[src/hw/rtl/ats_pkg.sv]
// Shared types and widths for the assembly token scanner.
`timescale 1ns / 1ps

package ats_pkg;

    localparam int KIND_W      = 6;
    localparam int LINE_W      = 32;
    localparam int OFFSET_BITS = 32;
    localparam int SPAN_BITS   = 16;
    localparam int OUT_TDATA_W = ((KIND_W + LINE_W + OFFSET_BITS + SPAN_BITS + 7) / 8) * 8;
    localparam int OUT_PAD_W   = OUT_TDATA_W - (KIND_W + LINE_W + OFFSET_BITS + SPAN_BITS);

    // Token queue: one entry holds all tokens caused by one input byte
    localparam int QDEPTH  = 4;
    localparam int QPTR_W  = $clog2(QDEPTH);
    localparam int QCNT_W  = $clog2(QDEPTH + 1);

    typedef struct packed {
        logic [KIND_W-1:0]      kind;
        logic [LINE_W-1:0]      line;
        logic [OFFSET_BITS-1:0] start;
        logic [SPAN_BITS-1:0]   span;
    } tok_t;

    typedef struct packed {
        tok_t t0;
        tok_t t1;
        logic two;
    } grp_t;

endpackage

[src/hw/rtl/assembly_token_scanner.sv]
// Top level of the assembly token scanner: stream ports around front, queue and back.
// A token is offered on the master side once it has passed the queue memory and then the output group register.
// Throughput: one source byte per cycle unless the queue is full; a byte that closes one token
//   and emits another needs two output transfers, absorbed by a four-group queue between scanner and output.
// The output stage sets the sustained rate: one token transfer per cycle while m_tready is high.
// Reset (rst_n low, asynchronous): scanner idle, offset 0, line 1, queue and output empty.
`timescale 1ns / 1ps

module assembly_token_scanner (
    input  logic                               clk,
    input  logic                               rst_n,
    // Source byte stream
    input  logic                               s_tvalid,
    output logic                               s_tready,
    input  logic [7:0]                         s_tdata,  // [7:0] ch
    input  logic                               s_tuser,  // [0] end_of_input
    // Token descriptor stream
    output logic                               m_tvalid,
    input  logic                               m_tready,
    output logic [ats_pkg::OUT_TDATA_W-1:0]    m_tdata,  // kind, line, start, span, pad
    output logic                               m_tlast   // last token caused by one byte
);

    // Scanner to queue
    logic           push;
    ats_pkg::grp_t  wr_grp;

    // Queue to output stage
    logic           q_full;
    logic           q_empty;
    logic           q_pop;
    ats_pkg::grp_t  rd_grp;

    ats_pkg::tok_t  out_tok;

    // Front: classify each byte, track the pending token, line and offset
    ats_front u_front (
        .clk      (clk),
        .rst_n    (rst_n),
        .in_valid (s_tvalid),
        .in_ready (s_tready),
        .ch       (s_tdata),
        .eoi      (s_tuser),
        .q_full   (q_full),
        .push     (push),
        .grp      (wr_grp)
    );

    // Queue: hold up to four groups of one or two tokens each
    ats_queue u_queue (
        .clk    (clk),
        .rst_n  (rst_n),
        .push   (push),
        .wr_grp (wr_grp),
        .pop    (q_pop),
        .rd_grp (rd_grp),
        .full   (q_full),
        .empty  (q_empty)
    );

    // Back: present each token of a group as its own transfer, tlast on the final one
    ats_back u_back (
        .clk       (clk),
        .rst_n     (rst_n),
        .q_empty   (q_empty),
        .q_grp     (rd_grp),
        .q_pop     (q_pop),
        .out_valid (m_tvalid),
        .out_ready (m_tready),
        .out_tok   (out_tok),
        .out_last  (m_tlast)
    );

    // Pack token fields, kind in the lowest bits
    assign m_tdata = {{ats_pkg::OUT_PAD_W{1'b0}}, out_tok.span, out_tok.start,
                      out_tok.line, out_tok.kind};

endmodule

[src/hw/rtl/ats_front.sv]
// Scanner front end: classifies each source byte and builds token groups.
`timescale 1ns / 1ps

module ats_front (
    input  logic             clk,
    input  logic             rst_n,
    input  logic             in_valid,
    output logic             in_ready,
    input  logic [7:0]       ch,
    input  logic             eoi,
    input  logic             q_full,
    output logic             push,
    output ats_pkg::grp_t    grp
);

    localparam logic [3:0] M_IDLE    = 4'd0;
    localparam logic [3:0] M_IDENT   = 4'd1;
    localparam logic [3:0] M_DEC     = 4'd2;
    localparam logic [3:0] M_HEX     = 4'd3;
    localparam logic [3:0] M_BIN     = 4'd4;
    localparam logic [3:0] M_PCT     = 4'd5;
    localparam logic [3:0] M_QUOTE   = 4'd6;
    localparam logic [3:0] M_STR     = 4'd7;
    localparam logic [3:0] M_COMMENT = 4'd8;
    localparam logic [3:0] M_GT      = 4'd9;
    localparam logic [3:0] M_GTGT    = 4'd10;
    localparam logic [3:0] M_LT      = 4'd11;
    localparam logic [3:0] M_AMP     = 4'd12;
    localparam logic [3:0] M_BAR     = 4'd13;

    localparam logic [5:0] K_EOF     = 6'd0;
    localparam logic [5:0] K_EOL     = 6'd1;
    localparam logic [5:0] K_IDENT   = 6'd2;
    localparam logic [5:0] K_NUMBER  = 6'd3;
    localparam logic [5:0] K_STRING  = 6'd4;
    localparam logic [5:0] K_DOT     = 6'd5;
    localparam logic [5:0] K_COMMA   = 6'd6;
    localparam logic [5:0] K_COLON   = 6'd7;
    localparam logic [5:0] K_HASH    = 6'd8;
    localparam logic [5:0] K_AT      = 6'd9;
    localparam logic [5:0] K_LPAREN  = 6'd10;
    localparam logic [5:0] K_RPAREN  = 6'd11;
    localparam logic [5:0] K_PLUS    = 6'd12;
    localparam logic [5:0] K_MINUS   = 6'd13;
    localparam logic [5:0] K_TILDE   = 6'd14;
    localparam logic [5:0] K_GT      = 6'd15;
    localparam logic [5:0] K_GE      = 6'd16;
    localparam logic [5:0] K_SHR     = 6'd17;
    localparam logic [5:0] K_USHR    = 6'd18;
    localparam logic [5:0] K_LT      = 6'd19;
    localparam logic [5:0] K_LE      = 6'd20;
    localparam logic [5:0] K_SHL     = 6'd21;
    localparam logic [5:0] K_NE      = 6'd22;
    localparam logic [5:0] K_STAR    = 6'd23;
    localparam logic [5:0] K_SLASH   = 6'd24;
    localparam logic [5:0] K_MOD     = 6'd25;
    localparam logic [5:0] K_SAND    = 6'd26;
    localparam logic [5:0] K_AND     = 6'd27;
    localparam logic [5:0] K_SOR     = 6'd28;
    localparam logic [5:0] K_OR      = 6'd29;
    localparam logic [5:0] K_CARET   = 6'd30;
    localparam logic [5:0] K_EQ      = 6'd31;
    localparam logic [5:0] K_BANG    = 6'd32;
    localparam logic [5:0] K_TICK    = 6'd33;
    localparam logic [5:0] K_INVALID = 6'd34;

    localparam logic [7:0] CH_NUL    = 8'h00;
    localparam logic [7:0] CH_TAB    = 8'h09;
    localparam logic [7:0] CH_LF     = 8'h0A;
    localparam logic [7:0] CH_CR     = 8'h0D;
    localparam logic [7:0] CH_SPACE  = 8'h20;
    localparam logic [7:0] CH_BANG   = 8'h21;
    localparam logic [7:0] CH_DQUOTE = 8'h22;
    localparam logic [7:0] CH_HASH   = 8'h23;
    localparam logic [7:0] CH_DOLLAR = 8'h24;
    localparam logic [7:0] CH_PCT    = 8'h25;
    localparam logic [7:0] CH_AMP    = 8'h26;
    localparam logic [7:0] CH_SQUOTE = 8'h27;
    localparam logic [7:0] CH_LPAREN = 8'h28;
    localparam logic [7:0] CH_RPAREN = 8'h29;
    localparam logic [7:0] CH_STAR   = 8'h2A;
    localparam logic [7:0] CH_PLUS   = 8'h2B;
    localparam logic [7:0] CH_COMMA  = 8'h2C;
    localparam logic [7:0] CH_MINUS  = 8'h2D;
    localparam logic [7:0] CH_DOT    = 8'h2E;
    localparam logic [7:0] CH_SLASH  = 8'h2F;
    localparam logic [7:0] CH_ZERO   = 8'h30;
    localparam logic [7:0] CH_ONE    = 8'h31;
    localparam logic [7:0] CH_NINE   = 8'h39;
    localparam logic [7:0] CH_COLON  = 8'h3A;
    localparam logic [7:0] CH_SEMI   = 8'h3B;
    localparam logic [7:0] CH_LT     = 8'h3C;
    localparam logic [7:0] CH_EQ     = 8'h3D;
    localparam logic [7:0] CH_GT     = 8'h3E;
    localparam logic [7:0] CH_AT     = 8'h40;
    localparam logic [7:0] CH_UP_A   = 8'h41;
    localparam logic [7:0] CH_UP_F   = 8'h46;
    localparam logic [7:0] CH_UP_Z   = 8'h5A;
    localparam logic [7:0] CH_CARET  = 8'h5E;
    localparam logic [7:0] CH_UNDER  = 8'h5F;
    localparam logic [7:0] CH_TICK   = 8'h60;
    localparam logic [7:0] CH_LO_A   = 8'h61;
    localparam logic [7:0] CH_LO_F   = 8'h66;
    localparam logic [7:0] CH_LO_Z   = 8'h7A;
    localparam logic [7:0] CH_BAR    = 8'h7C;
    localparam logic [7:0] CH_TILDE  = 8'h7E;

    localparam logic [ats_pkg::SPAN_BITS-1:0] SPAN_MAX = '1;

    logic [3:0]                      mode_reg,  mode_next;
    logic [ats_pkg::KIND_W-1:0]      kind_reg,  kind_next;
    logic [ats_pkg::OFFSET_BITS-1:0] start_reg, start_next;
    logic [ats_pkg::SPAN_BITS-1:0]   span_reg,  span_next;
    logic [ats_pkg::OFFSET_BITS-1:0] off_reg,   off_next;
    logic [ats_pkg::LINE_W-1:0]      line_reg,  line_next;
    logic [ats_pkg::LINE_W-1:0]      sline_reg, sline_next;

    logic [7:0]                      c;
    logic                            is_dig, is_alpha, is_hex, is_bin;
    logic [ats_pkg::SPAN_BITS-1:0]   grown;
    logic                            taken, fin, cls;
    logic [ats_pkg::KIND_W-1:0]      fin_kind;
    logic                            a_valid, b_valid;
    ats_pkg::tok_t                   tok_a, tok_b;
    logic                            accept;

    assign in_ready = !q_full;
    assign accept   = in_valid && in_ready;

    always_comb
    begin
        c        = eoi ? CH_NUL : ch;
        is_dig   = (c >= CH_ZERO) && (c <= CH_NINE);
        is_alpha = ((c >= CH_LO_A) && (c <= CH_LO_Z)) || ((c >= CH_UP_A) && (c <= CH_UP_Z));
        is_hex   = is_dig || ((c >= CH_LO_A) && (c <= CH_LO_F))
                   || ((c >= CH_UP_A) && (c <= CH_UP_F));
        is_bin   = (c == CH_ZERO) || (c == CH_ONE);
        grown    = (span_reg == SPAN_MAX) ? span_reg : span_reg + 1'b1;

        mode_next  = mode_reg;
        kind_next  = kind_reg;
        start_next = start_reg;
        span_next  = span_reg;
        sline_next = sline_reg;
        off_next   = off_reg;
        line_next  = line_reg;
        taken      = 1'b0;
        fin        = 1'b0;
        fin_kind   = kind_reg;

        // Try to extend the pending token
        case (mode_reg)
            M_IDENT:
            begin
                if (is_alpha || is_dig || (c == CH_UNDER))
                begin
                    taken     = 1'b1;
                    span_next = grown;
                end
            end
            M_DEC:
            begin
                if (is_dig)
                begin
                    taken     = 1'b1;
                    span_next = grown;
                end
            end
            M_HEX:
            begin
                if (is_hex)
                begin
                    taken     = 1'b1;
                    span_next = grown;
                    kind_next = K_NUMBER;
                end
            end
            M_PCT:
            begin
                if (is_bin)
                begin
                    taken     = 1'b1;
                    span_next = grown;
                    mode_next = M_BIN;
                    kind_next = K_NUMBER;
                end
            end
            M_BIN:
            begin
                if (is_bin)
                begin
                    taken     = 1'b1;
                    span_next = grown;
                end
            end
            M_QUOTE:
            begin
                if (c == CH_SQUOTE)
                begin
                    taken    = 1'b1;
                    fin      = 1'b1;
                    // a quote pair needs at least one character between
                    fin_kind = (span_reg >= 2) ? K_NUMBER : K_INVALID;
                end
                else if ((c != CH_LF) && (c != CH_NUL))
                begin
                    taken     = 1'b1;
                    span_next = grown;
                end
            end
            M_STR:
            begin
                if (c == CH_DQUOTE)
                begin
                    taken    = 1'b1;
                    fin      = 1'b1;
                    fin_kind = K_STRING;
                end
                else if ((c != CH_LF) && (c != CH_NUL))
                begin
                    taken     = 1'b1;
                    span_next = grown;
                end
            end
            M_COMMENT:
            begin
                if (c == CH_LF)
                begin
                    taken    = 1'b1;
                    fin      = 1'b1;
                    fin_kind = K_EOL;
                end
                else if (c != CH_NUL)
                begin
                    taken     = 1'b1;
                    span_next = grown;
                end
            end
            M_GT:
            begin
                if (c == CH_EQ)
                begin
                    taken    = 1'b1;
                    fin      = 1'b1;
                    fin_kind = K_GE;
                end
                else if (c == CH_GT)
                begin
                    taken     = 1'b1;
                    span_next = grown;
                    mode_next = M_GTGT;
                    kind_next = K_SHR;
                end
            end
            M_GTGT:
            begin
                if (c == CH_GT)
                begin
                    taken    = 1'b1;
                    fin      = 1'b1;
                    fin_kind = K_USHR;
                end
            end
            M_LT:
            begin
                if (c == CH_EQ)
                begin
                    taken    = 1'b1;
                    fin      = 1'b1;
                    fin_kind = K_LE;
                end
                else if (c == CH_LT)
                begin
                    taken    = 1'b1;
                    fin      = 1'b1;
                    fin_kind = K_SHL;
                end
                else if (c == CH_GT)
                begin
                    taken    = 1'b1;
                    fin      = 1'b1;
                    fin_kind = K_NE;
                end
            end
            M_AMP:
            begin
                if (c == CH_AMP)
                begin
                    taken    = 1'b1;
                    fin      = 1'b1;
                    fin_kind = K_SAND;
                end
            end
            M_BAR:
            begin
                if (c == CH_BAR)
                begin
                    taken    = 1'b1;
                    fin      = 1'b1;
                    fin_kind = K_SOR;
                end
            end
            default:
            begin
                taken = 1'b0;
            end
        endcase

        // Close the pending token when this byte cannot extend it
        cls = (mode_reg != M_IDLE) && !taken;

        tok_a.kind  = fin ? fin_kind : kind_reg;
        tok_a.line  = sline_reg;
        tok_a.start = start_reg;
        tok_a.span  = fin ? grown : span_reg;
        a_valid     = fin || cls;
        if (fin)
        begin
            kind_next = fin_kind;
            span_next = grown;
        end
        if (a_valid)
            mode_next = M_IDLE;

        // Start a new token with this byte
        b_valid     = 1'b0;
        tok_b.kind  = K_INVALID;
        tok_b.line  = line_reg;
        tok_b.start = off_reg;
        tok_b.span  = {{(ats_pkg::SPAN_BITS-1){1'b0}}, 1'b1};
        if (!taken)
        begin
            if (c == CH_NUL)
            begin
                b_valid    = 1'b1;
                tok_b.kind = K_EOF;
                tok_b.span = {{(ats_pkg::SPAN_BITS-1){1'b0}}, !eoi};
            end
            else if (is_alpha || is_dig)
            begin
                mode_next  = is_alpha ? M_IDENT : M_DEC;
                kind_next  = is_alpha ? K_IDENT : K_NUMBER;
                start_next = off_reg;
                sline_next = line_reg;
                span_next  = {{(ats_pkg::SPAN_BITS-1){1'b0}}, 1'b1};
            end
            else
            begin
                case (c)
                    CH_SPACE, CH_TAB, CH_CR: b_valid = 1'b0;
                    CH_LF:
                    begin
                        b_valid    = 1'b1;
                        tok_b.kind = K_EOL;
                    end
                    CH_DOLLAR: begin mode_next = M_HEX;     kind_next = K_INVALID; end
                    CH_PCT:    begin mode_next = M_PCT;     kind_next = K_MOD;     end
                    CH_SQUOTE: begin mode_next = M_QUOTE;   kind_next = K_INVALID; end
                    CH_DQUOTE: begin mode_next = M_STR;     kind_next = K_INVALID; end
                    CH_SEMI:   begin mode_next = M_COMMENT; kind_next = K_EOL;     end
                    CH_GT:     begin mode_next = M_GT;      kind_next = K_GT;      end
                    CH_LT:     begin mode_next = M_LT;      kind_next = K_LT;      end
                    CH_AMP:    begin mode_next = M_AMP;     kind_next = K_AND;     end
                    CH_BAR:    begin mode_next = M_BAR;     kind_next = K_OR;      end
                    CH_DOT:    begin b_valid = 1'b1; tok_b.kind = K_DOT;    end
                    CH_COMMA:  begin b_valid = 1'b1; tok_b.kind = K_COMMA;  end
                    CH_COLON:  begin b_valid = 1'b1; tok_b.kind = K_COLON;  end
                    CH_HASH:   begin b_valid = 1'b1; tok_b.kind = K_HASH;   end
                    CH_AT:     begin b_valid = 1'b1; tok_b.kind = K_AT;     end
                    CH_LPAREN: begin b_valid = 1'b1; tok_b.kind = K_LPAREN; end
                    CH_RPAREN: begin b_valid = 1'b1; tok_b.kind = K_RPAREN; end
                    CH_PLUS:   begin b_valid = 1'b1; tok_b.kind = K_PLUS;   end
                    CH_MINUS:  begin b_valid = 1'b1; tok_b.kind = K_MINUS;  end
                    CH_TILDE:  begin b_valid = 1'b1; tok_b.kind = K_TILDE;  end
                    CH_STAR:   begin b_valid = 1'b1; tok_b.kind = K_STAR;   end
                    CH_SLASH:  begin b_valid = 1'b1; tok_b.kind = K_SLASH;  end
                    CH_CARET:  begin b_valid = 1'b1; tok_b.kind = K_CARET;  end
                    CH_EQ:     begin b_valid = 1'b1; tok_b.kind = K_EQ;     end
                    CH_BANG:   begin b_valid = 1'b1; tok_b.kind = K_BANG;   end
                    CH_TICK:   begin b_valid = 1'b1; tok_b.kind = K_TICK;   end
                    default:   begin b_valid = 1'b1; tok_b.kind = K_INVALID; end
                endcase
                if (!b_valid && (c != CH_SPACE) && (c != CH_TAB) && (c != CH_CR))
                begin
                    start_next = off_reg;
                    sline_next = line_reg;
                    span_next  = {{(ats_pkg::SPAN_BITS-1){1'b0}}, 1'b1};
                end
            end
        end

        // Advance position counters
        if (!eoi)
        begin
            off_next = off_reg + 1'b1;
            if (c == CH_LF)
                line_next = line_reg + 1'b1;
        end

        grp.t0  = a_valid ? tok_a : tok_b;
        grp.t1  = tok_b;
        grp.two = a_valid && b_valid;
        push    = accept && (a_valid || b_valid);
    end

    always_ff @(posedge clk or negedge rst_n)
    begin
        if (!rst_n)
        begin
            mode_reg  <= M_IDLE;
            kind_reg  <= '0;
            start_reg <= '0;
            span_reg  <= '0;
            off_reg   <= '0;
            line_reg  <= {{(ats_pkg::LINE_W-1){1'b0}}, 1'b1};
            sline_reg <= {{(ats_pkg::LINE_W-1){1'b0}}, 1'b1};
        end
        else if (accept)
        begin
            mode_reg  <= mode_next;
            kind_reg  <= kind_next;
            start_reg <= start_next;
            span_reg  <= span_next;
            off_reg   <= off_next;
            line_reg  <= line_next;
            sline_reg <= sline_next;
        end
    end

    a_pend_span: assert property (@(posedge clk) disable iff (!rst_n)
        (mode_reg != M_IDLE) |-> (span_reg != '0))
        else $error("pending token with zero span");

    a_fin_idle: assert property (@(posedge clk) disable iff (!rst_n)
        (accept && fin) |=> (mode_reg == M_IDLE))
        else $error("scanner not idle after a closing byte");

endmodule

[src/hw/rtl/ats_queue.sv]
// Short queue of token groups between the scanner and the output stage.
`timescale 1ns / 1ps

module ats_queue (
    input  logic             clk,
    input  logic             rst_n,
    input  logic             push,
    input  ats_pkg::grp_t    wr_grp,
    input  logic             pop,
    output ats_pkg::grp_t    rd_grp,
    output logic             full,
    output logic             empty
);

    ats_pkg::grp_t                 mem [ats_pkg::QDEPTH];
    logic [ats_pkg::QPTR_W-1:0]    wr_ptr_reg, rd_ptr_reg;
    logic [ats_pkg::QCNT_W-1:0]    cnt_reg,    cnt_next;

    assign full   = (cnt_reg == ats_pkg::QCNT_W'(ats_pkg::QDEPTH));
    assign empty  = (cnt_reg == '0);
    assign rd_grp = mem[rd_ptr_reg];

    always_comb
    begin
        cnt_next = cnt_reg;
        if (push && !pop)
            cnt_next = cnt_reg + 1'b1;
        else if (pop && !push)
            cnt_next = cnt_reg - 1'b1;
    end

    always_ff @(posedge clk)
    begin
        if (push)
            mem[wr_ptr_reg] <= wr_grp;
    end

    always_ff @(posedge clk or negedge rst_n)
    begin
        if (!rst_n)
        begin
            wr_ptr_reg <= '0;
            rd_ptr_reg <= '0;
            cnt_reg    <= '0;
        end
        else
        begin
            if (push)
                wr_ptr_reg <= wr_ptr_reg + 1'b1;
            if (pop)
                rd_ptr_reg <= rd_ptr_reg + 1'b1;
            cnt_reg <= cnt_next;
        end
    end

    a_no_overflow: assert property (@(posedge clk) disable iff (!rst_n)
        !(push && full && !pop))
        else $error("token queue overflow");

    a_no_underflow: assert property (@(posedge clk) disable iff (!rst_n)
        pop |-> !empty)
        else $error("token queue underflow");

endmodule

[src/hw/rtl/ats_back.sv]
// Output stage: unpacks token groups into single token transfers.
`timescale 1ns / 1ps

module ats_back (
    input  logic             clk,
    input  logic             rst_n,
    input  logic             q_empty,
    input  ats_pkg::grp_t    q_grp,
    output logic             q_pop,
    output logic             out_valid,
    input  logic             out_ready,
    output ats_pkg::tok_t    out_tok,
    output logic             out_last
);

    ats_pkg::grp_t  grp_reg;
    logic           busy_reg;
    logic           sel_reg;
    logic           xfer;

    assign out_valid = busy_reg;
    assign out_tok   = sel_reg ? grp_reg.t1 : grp_reg.t0;
    assign out_last  = sel_reg || !grp_reg.two;
    assign xfer      = busy_reg && out_ready;
    // Load the next group once the current one is gone or leaves now
    assign q_pop     = !q_empty && (!busy_reg || (xfer && out_last));

    always_ff @(posedge clk)
    begin
        if (q_pop)
            grp_reg <= q_grp;
    end

    always_ff @(posedge clk or negedge rst_n)
    begin
        if (!rst_n)
        begin
            busy_reg <= 1'b0;
            sel_reg  <= 1'b0;
        end
        else if (q_pop)
        begin
            busy_reg <= 1'b1;
            sel_reg  <= 1'b0;
        end
        else if (xfer)
        begin
            busy_reg <= !out_last;
            sel_reg  <= !out_last;
        end
    end

    a_sel_two: assert property (@(posedge clk) disable iff (!rst_n)
        sel_reg |-> (busy_reg && grp_reg.two))
        else $error("second token selected from a single-token group");

endmodule
[config.mk]
export PLATFORM = sky130hd
export DESIGN_NAME = assembly_token_scanner
export DESIGN_NICKNAME = d
export VERILOG_FILES = /design/src/hw/rtl/ats_pkg.sv /design/src/hw/rtl/assembly_token_scanner.sv /design/src/hw/rtl/ats_front.sv /design/src/hw/rtl/ats_queue.sv /design/src/hw/rtl/ats_back.sv
export SDC_FILE = /design/constraint.sdc
export NUM_CORES = 1
export LEC_CHECK = 0
export BUFFER_PORTS_ARGS = -buffer_cell sky130_fd_sc_hd__buf_2
export CORE_ASPECT_RATIO = 0.75
export CORE_MARGIN = 2
export CORE_UTILIZATION = 62
export DETAILED_ROUTE_END_ITERATION = 7
export PLACE_DENSITY_LB_ADDON = 0.2
export SETUP_SLACK_MARGIN = 0.5
export SYNTH_ARGS = -nofsm -noshare
export SYNTH_HDL_FRONTEND = slang
export SYNTH_SLANG_ARGS = --single-unit
export TNS_END_PERCENT = 50
[constraint.sdc]
create_clock -name clk -period 14.65 [get_ports clk]
set_clock_uncertainty 0.2 [all_clocks]
set_input_delay 1.465 -clock clk [delete_from_list [all_inputs] [get_ports clk]]
set_output_delay 1.465 -clock clk [all_outputs]
set_load 0.1 [all_outputs]
==> impl_metrics.json, run 1 <==
{
  "status": "finished clean",
  "critPathRequiredTime_ns": 14.70,
  "finalCriticalPeriod_ns": 7.03,
  "grt_pass1_vias": 21024,
  "port_buffers": 101,
  "cap_violations": 0,
  "antenna_cells": 0,
  "root_buffer": "clkbuf_16",
  "post_cts_buffers": 0,
  "synth_cell_types": 87,
  "routabilityCongestion": 0.923,
  "drc": 0,
  "cp_cell_sequence": "buf_2 > nand2b_1 > o211ai_1 > o21ai_1 > o221ai_2 > nand4_1 > a21o_1 > a21oi_2 > and2_4 > buf_4 > buf_4",
  "hold_buffers": 0,
  "setup-tns-final_ns": 0,
  "setup_viol": 0,
  "yosys-top-cells-area": "edfxtp_1 61%, dfrtp_1 10%, mux4_2 9.2%",
  "hold_class": "flop to flop",
  "crit_path_start_kind": "input port",
  "synthSimpleGateAreaFrac_pct": 7.47,
  "coreArea_um2": 61900,
  "synth_edf_count": 790,
  "rows": 79,
  "path_clk_slew_ns": 0.07,
  "netlist.area_leader.share_pct": 61.4,
  "numClockSinks": 953,
  "yosys_warnings": 0,
  "async_flop_share_pct": 17.1,
  "synthesis.area_um2": 38600,
  "synth_top_cell_by_area": "edfxtp_1",
  "path_class": "input port to flop",
  "grt_pass1_wl_mm": 127,
  "die_y_um": 220,
  "critPathBufInv": 3,
  "largest_reg_flops": 632,
  "fin_cells": 3274,
  "synthCells": 2287,
  "drive_above_1_share_pct": 21.8,
  "ys_seq_elements": 953,
  "cts.repair.resized": 0,
  "die_w_um": 292,
  "ant_nets": 0,
  "synth_fa_ha_area_share_pct": 0.343,
  "path_max_fanout": 59,
  "cp.arrival_ns": 7.08,
  "rsz0062_at_grt": "false",
  "path_delay_family": "buffers and inverters",
  "cts_buffer_depth": 3,
  "synth_flop_cell": "edfxtp_1",
  "grt_use_total_pct": 26.3,
  "leakage_uw": 0.0152,
  "setup.worst_path.end_class": "flop",
  "ys_seq_area_share_pct": 71.9,
  "die_area_um2": 64400,
  "layout_common_cells": "790 x edfxtp_1, 267 x nand2_1, 158 x mux4_2, 158 x dfrtp_1, 100 x buf_2",
  "start_util_pct": 62.5,
  "wl_per_cell_um": 25.3,
  "antenna_found_initial": 2,
  "place_inst": 3112,
  "relSlewSlack_pct": 12.0,
  "final_nets": 2413,
  "crit_top_cell": "buf_4",
  "ir_worst_vdd_uv": 189,
  "synthXorXnorAreaFrac_pct": 1.65,
  "via_per_inst": 6.33,
  "powerDensity_nw_per_um2": 215,
  "route.vias.total": 20720,
  "max_freq_mhz": 142,
  "hpwl_mm": 47.4,
  "grt_max_degree": 161,
  "firstDrtPassIters": 5,
  "slowest_stage": "buf_4",
  "mostFrequentLayoutCell": "edfxtp_1",
  "synth.avg_cell_area_um2": 16.9,
  "slowest_delay_ns": 0.84,
  "grt.overflow.total": 0,
  "cts_buffers": 86,
  "clkLatencyLatePin_ns": 0.63,
  "h-tree-depth": 3,
  "slew_viol_final": 0,
  "synth_compound_area_share_pct": 3.76,
  "ios": 104,
  "fin_crit_sh_pct": 48.0,
  "drtIter0Drc": 2033,
  "postRouteWirelength_mm": 82.9,
  "cts_tree": "yes",
  "synth_top_family_by_area": "multiplexers",
  "hold_viol": 0,
  "area_growth_pct": 10.9,
  "synthMuxAreaShare_pct": 13.3,
  "worst_slew_pin_slew_ns": 1.31
}
[worst paths after layout]
check / start / to / slack [ns] / cells past startpoint
setup / recovery: s_tdata[3] / u_queue.mem[0][44] / 7.62 / 11
hold / removal: u_front.sline_reg[6] / u_front.sline_reg[6] / 0.29 / 2
setup reg to reg: u_front.mode_reg[2] / u_queue.mem[0][44] / 8.51 / 11
hold reg to reg: u_front.sline_reg[6] / u_front.sline_reg[6] / 0.29 / 2
max in group asynchronous: rst_n / u_front.off_reg[25] / 12.26 / 2
min in group asynchronous: rst_n / u_front.sline_reg[16] / 0.65 / 1
[synth_stat cells, drive strengths merged (13+ instances only)]
cell type    n
a31oi       17
a21oi       49
nor3        36
xor2        23
dfrtp      161
and3        20
nand3       61
o21ai       51
mux2       136
nand4       26
nor2b       30
o21a        13
xnor2       50
nor2        64
edfxtp     790
mux4       158
o31ai       13
inv         23
nor4        18
clkbuf      57
and2        13
buf         63
nand2      267
[per-layer routing]
layer | routed length (um) | part of all wire (%) | track usage [%] | up-vias
li1 | - | - | - | 9118
met1 | 36700 | 44 | 39.8 | 10725
met2 | 38600 | 47 | 40.5 | 760
met3 | 5960 | 7.2 | 5.09 | 117
met4 | 1540 | 1.9 | 6.36 | 0
met5 | 0 | 0 | 0 | -
[power by group]
group / internal (uW) / switching (uW) / leakage [uW]
Combinational: 794 / 2210 / 0.00436
Sequential: 3700 / 246 / 0.00946
Clock: 1280 / 976 / 0.00140
[final cells by class]
| cell class | count | area (um2) |
|---|---|---|
| sequential | 953 | 27800 |
| fill | 3914 | 19000 |
| multi-input combinational | 1192 | 10300 |
| clock buffer | 112 | 2370 |
| tap | 810 | 1010 |
| timing repair buffer | 134 | 785 |
| clock inverter | 50 | 499 |
| inverter | 23 | 86.3 |
[stage by stage]
| step | instance area, um2 | power (uW) | util (%) | setup WS [ns] | hold WS, ns |
|---|---|---|---|---|---|
| final | 42900 | 9210 | 69.3 | 7.62 | 0.289 |
| after global placement | 40000 | 6980 | 64.6 | 7.05 | 0.262 |
| after CTS | 42900 | 9300 | 69.3 | 7.62 | 0.290 |
| after global routing | 42900 | 9560 | 69.3 | 7.24 | 0.303 |
| after detailed placement | 40000 | 7040 | 64.6 | 6.93 | 0.275 |
| after floorplan | 38700 | 6420 | - | 3.53 | 0.250 |
[cells by family (layout without fill, tap and decap cells)]
logic type | after synthesis | in the layout
AOI/OAI and AO/OA | 218 | 218
xor gates and xnor gates | 73 | 73
adders and majority gates | 10 | 10
buffers and inverters | 143 | 319
DFF | 953 | 953
muxes | 298 | 298
other | 1 | 2
and+or+nand+nor | 591 | 591
[tightest hold or removal path, delay by kind of cell (launching register included)]
kind,cells,cell delay [ns]
AND/OR/NAND/NOR,1,0.05
flip-flops,1,0.35
AO/OA/AOI/OAI,1,0.06
(Power assumes the default switching activity.)
==> run 2: changes to the inputs <==
==> constraint.sdc (replaced) <==
create_clock -name clk -period 6.8 [get_ports clk]
set_clock_uncertainty 0.2 [all_clocks]
set_input_delay 0.68 -clock clk [delete_from_list [all_inputs] [get_ports clk]]
set_output_delay 0.68 -clock clk [all_outputs]
set_load 0.1 [all_outputs]
==> run 2 against run 1 <==
Critical path depth shrank 3; clock-buffer cell count grew 11; cell count up 0.15%; global-route usage shrank 0.20 points; die area unchanged; total power grew 120%; flip-flop and latch count did not move; largest cell class unchanged; register-to-register slack worse by 6.4 ns; cell area is 0.44% higher.
==> impl_metrics.json, run 2 (synthesis gave the netlist of run 1 again) <==
{
  "route.vias.total": 20643,
  "firstDrtPassIters": 6,
  "cts_buffers": 87,
  "antenna_cells": 0,
  "seq_area_um2": 27800,
  "fillCellCount": 3955,
  "leakage_uw": 0.0153,
  "powerDensity_nw_per_um2": 463,
  "mostFrequentLayoutCell": "edfxtp_1",
  "clkLatencyLatePin_ns": 0.64,
  "ir_worst_vdd_uv": 548,
  "crit_start": "u_front.mode_reg[1]",
  "fin_util_pct": 69.6,
  "worst_slew_pin_slew_ns": 1.28,
  "hold_buffers": 1,
  "path_max_fanout": 60,
  "drc": 0,
  "cp.arrival_ns": 4.81,
  "path_class": "flop to flop",
  "start_util_pct": 62.5,
  "hold_depth": 3,
  "cts_tree": "yes",
  "multiInputGateArea_um2": 10300,
  "cts.repair.resized": 0,
  "setup_viol": 0,
  "grt_pass1_wl_mm": 126,
  "r2r_start": "u_front.mode_reg[1]",
  "total_power_uw": 19900,
  "grt.overflow.total": 0,
  "postRouteWirelength_mm": 82.1,
  "area_growth_pct": 11.4,
  "hold_path_end": "u_back.sel_reg",
  "h-tree-depth": 3,
  "reg2regPathDepth": 8,
  "critPathRequiredTime_ns": 6.89,
  "ios": 104,
  "port_buffers": 101,
  "r2r_end": "u_queue.mem[3][156]",
  "grt_pass1_vias": 20930,
  "final_nets": 2421,
  "root_buffer": "clkbuf_16",
  "rsz0062_at_grt": "false",
  "antenna_found_initial": 1,
  "cts_buffer_depth": 3,
  "coreArea_um2": 61900,
  "die_y_um": 220,
  "routabilityCongestion": 0.901,
  "finalCriticalPeriod_ns": 4.73,
  "whs_ns": 0.133,
  "regToRegSetupSlack_ns": 2.07,
  "drtIter0Drc": 1874,
  "numClockSinks": 953,
  "cap_violations": 0,
  "hold_class": "input port to flop",
  "die_area_um2": 64400,
  "ant_nets": 0,
  "rows": 79,
  "post_cts_buffers": 0,
  "wl_per_cell_um": 25.0,
  "max_freq_mhz": 212,
  "via_per_inst": 6.30,
  "crit_path_start_kind": "flop",
  "hold_viol": 0,
  "setup-tns-final_ns": 0,
  "status": "finished clean",
  "hpwl_mm": 47.8,
  "grt_max_degree": 146,
  "relSlewSlack_pct": 13.8,
  "layout_common_cells": "790 x edfxtp_1, 267 x nand2_1, 158 x mux4_2, 158 x dfrtp_1, 100 x buf_2",
  "largest_reg_flops": 632,
  "drive_above_1_share_pct": 22.0,
  "path_clk_slew_ns": 0.07,
  "die_w_um": 292,
  "holdCritStartpoint": "m_tready",
  "setup.worst_path.end_class": "flop",
  "slew_viol_final": 0,
  "fin_crit_sh_pct": 69.5,
  "grt_use_total_pct": 26.1
}
run 2: power by group:
| group | total [uW] | leakage (uW) | internal, uW | switching, uW |
|---|---|---|---|---|
| Sequential | 8500 | 0.00946 | 7970 | 527 |
| Combinational | 6530 | 0.00443 | 1760 | 4760 |
| Clock | 4910 | 0.00141 | 2830 | 2080 |
run 2: area by class of cell:
class / instances / area share (%)
clock inverters: 37 / 0.982
inverters: 23 / 0.201
multi-input cells: 1192 / 23.9
repair buffers: 141 / 2.24
well taps: 810 / 2.35
flip-flops and latches: 953 / 64.6
clock buffers: 123 / 5.70
run 2: worst max path at each step:
| stage | to | slack (ns) | cells after the start |
|---|---|---|---|
| 5_1_grt | u_queue.mem[3][157] | 1.78 | 8 |
| 2_1_floorplan | u_queue.mem[0][0] | -0.24 | 9 |
| 6_report | u_queue.mem[3][156] | 2.07 | 8 |
| 4_1_cts | u_queue.mem[3][161] | 2.05 | 8 |
| 3_5_place_dp | u_queue.mem[3][67] | 1.71 | 9 |
| 3_3_place_gp | u_queue.mem[3][54] | 1.74 | 9 |
run 2: metal layers:
layer  wire length, um  vias up  GRT usage, %  part of all wire [%]
li1                  -     9134             -                     -
met1             36800    10697          38.8                    45
met2             37900      678          40.2                    46
met3              5770      132          5.67                   7.0
met4              1660        2          6.58                   2.0
met5                 7        -             0                0.0085
run 2: stage by stage:
stage	cell area [um2]	cells	setup slack (ns)
after floorplan	38700	2288	-0.237
final	43100	3279	2.07
after global routing	43100	3279	1.78
after CTS	43100	3279	2.05
after detailed placement	40200	3118	1.71
after global placement	40200	3118	1.74
run 2: worst max-delay path, cell delays in order (launching register included):
cell and delay (ns):
dfrtp_1 0.65, or4b_2 0.81, nor4_1 0.42, a41oi_1 0.19, and3_1 0.30, buf_4 0.25
a21oi_2 0.39, and2_4 0.67, buf_12 0.42
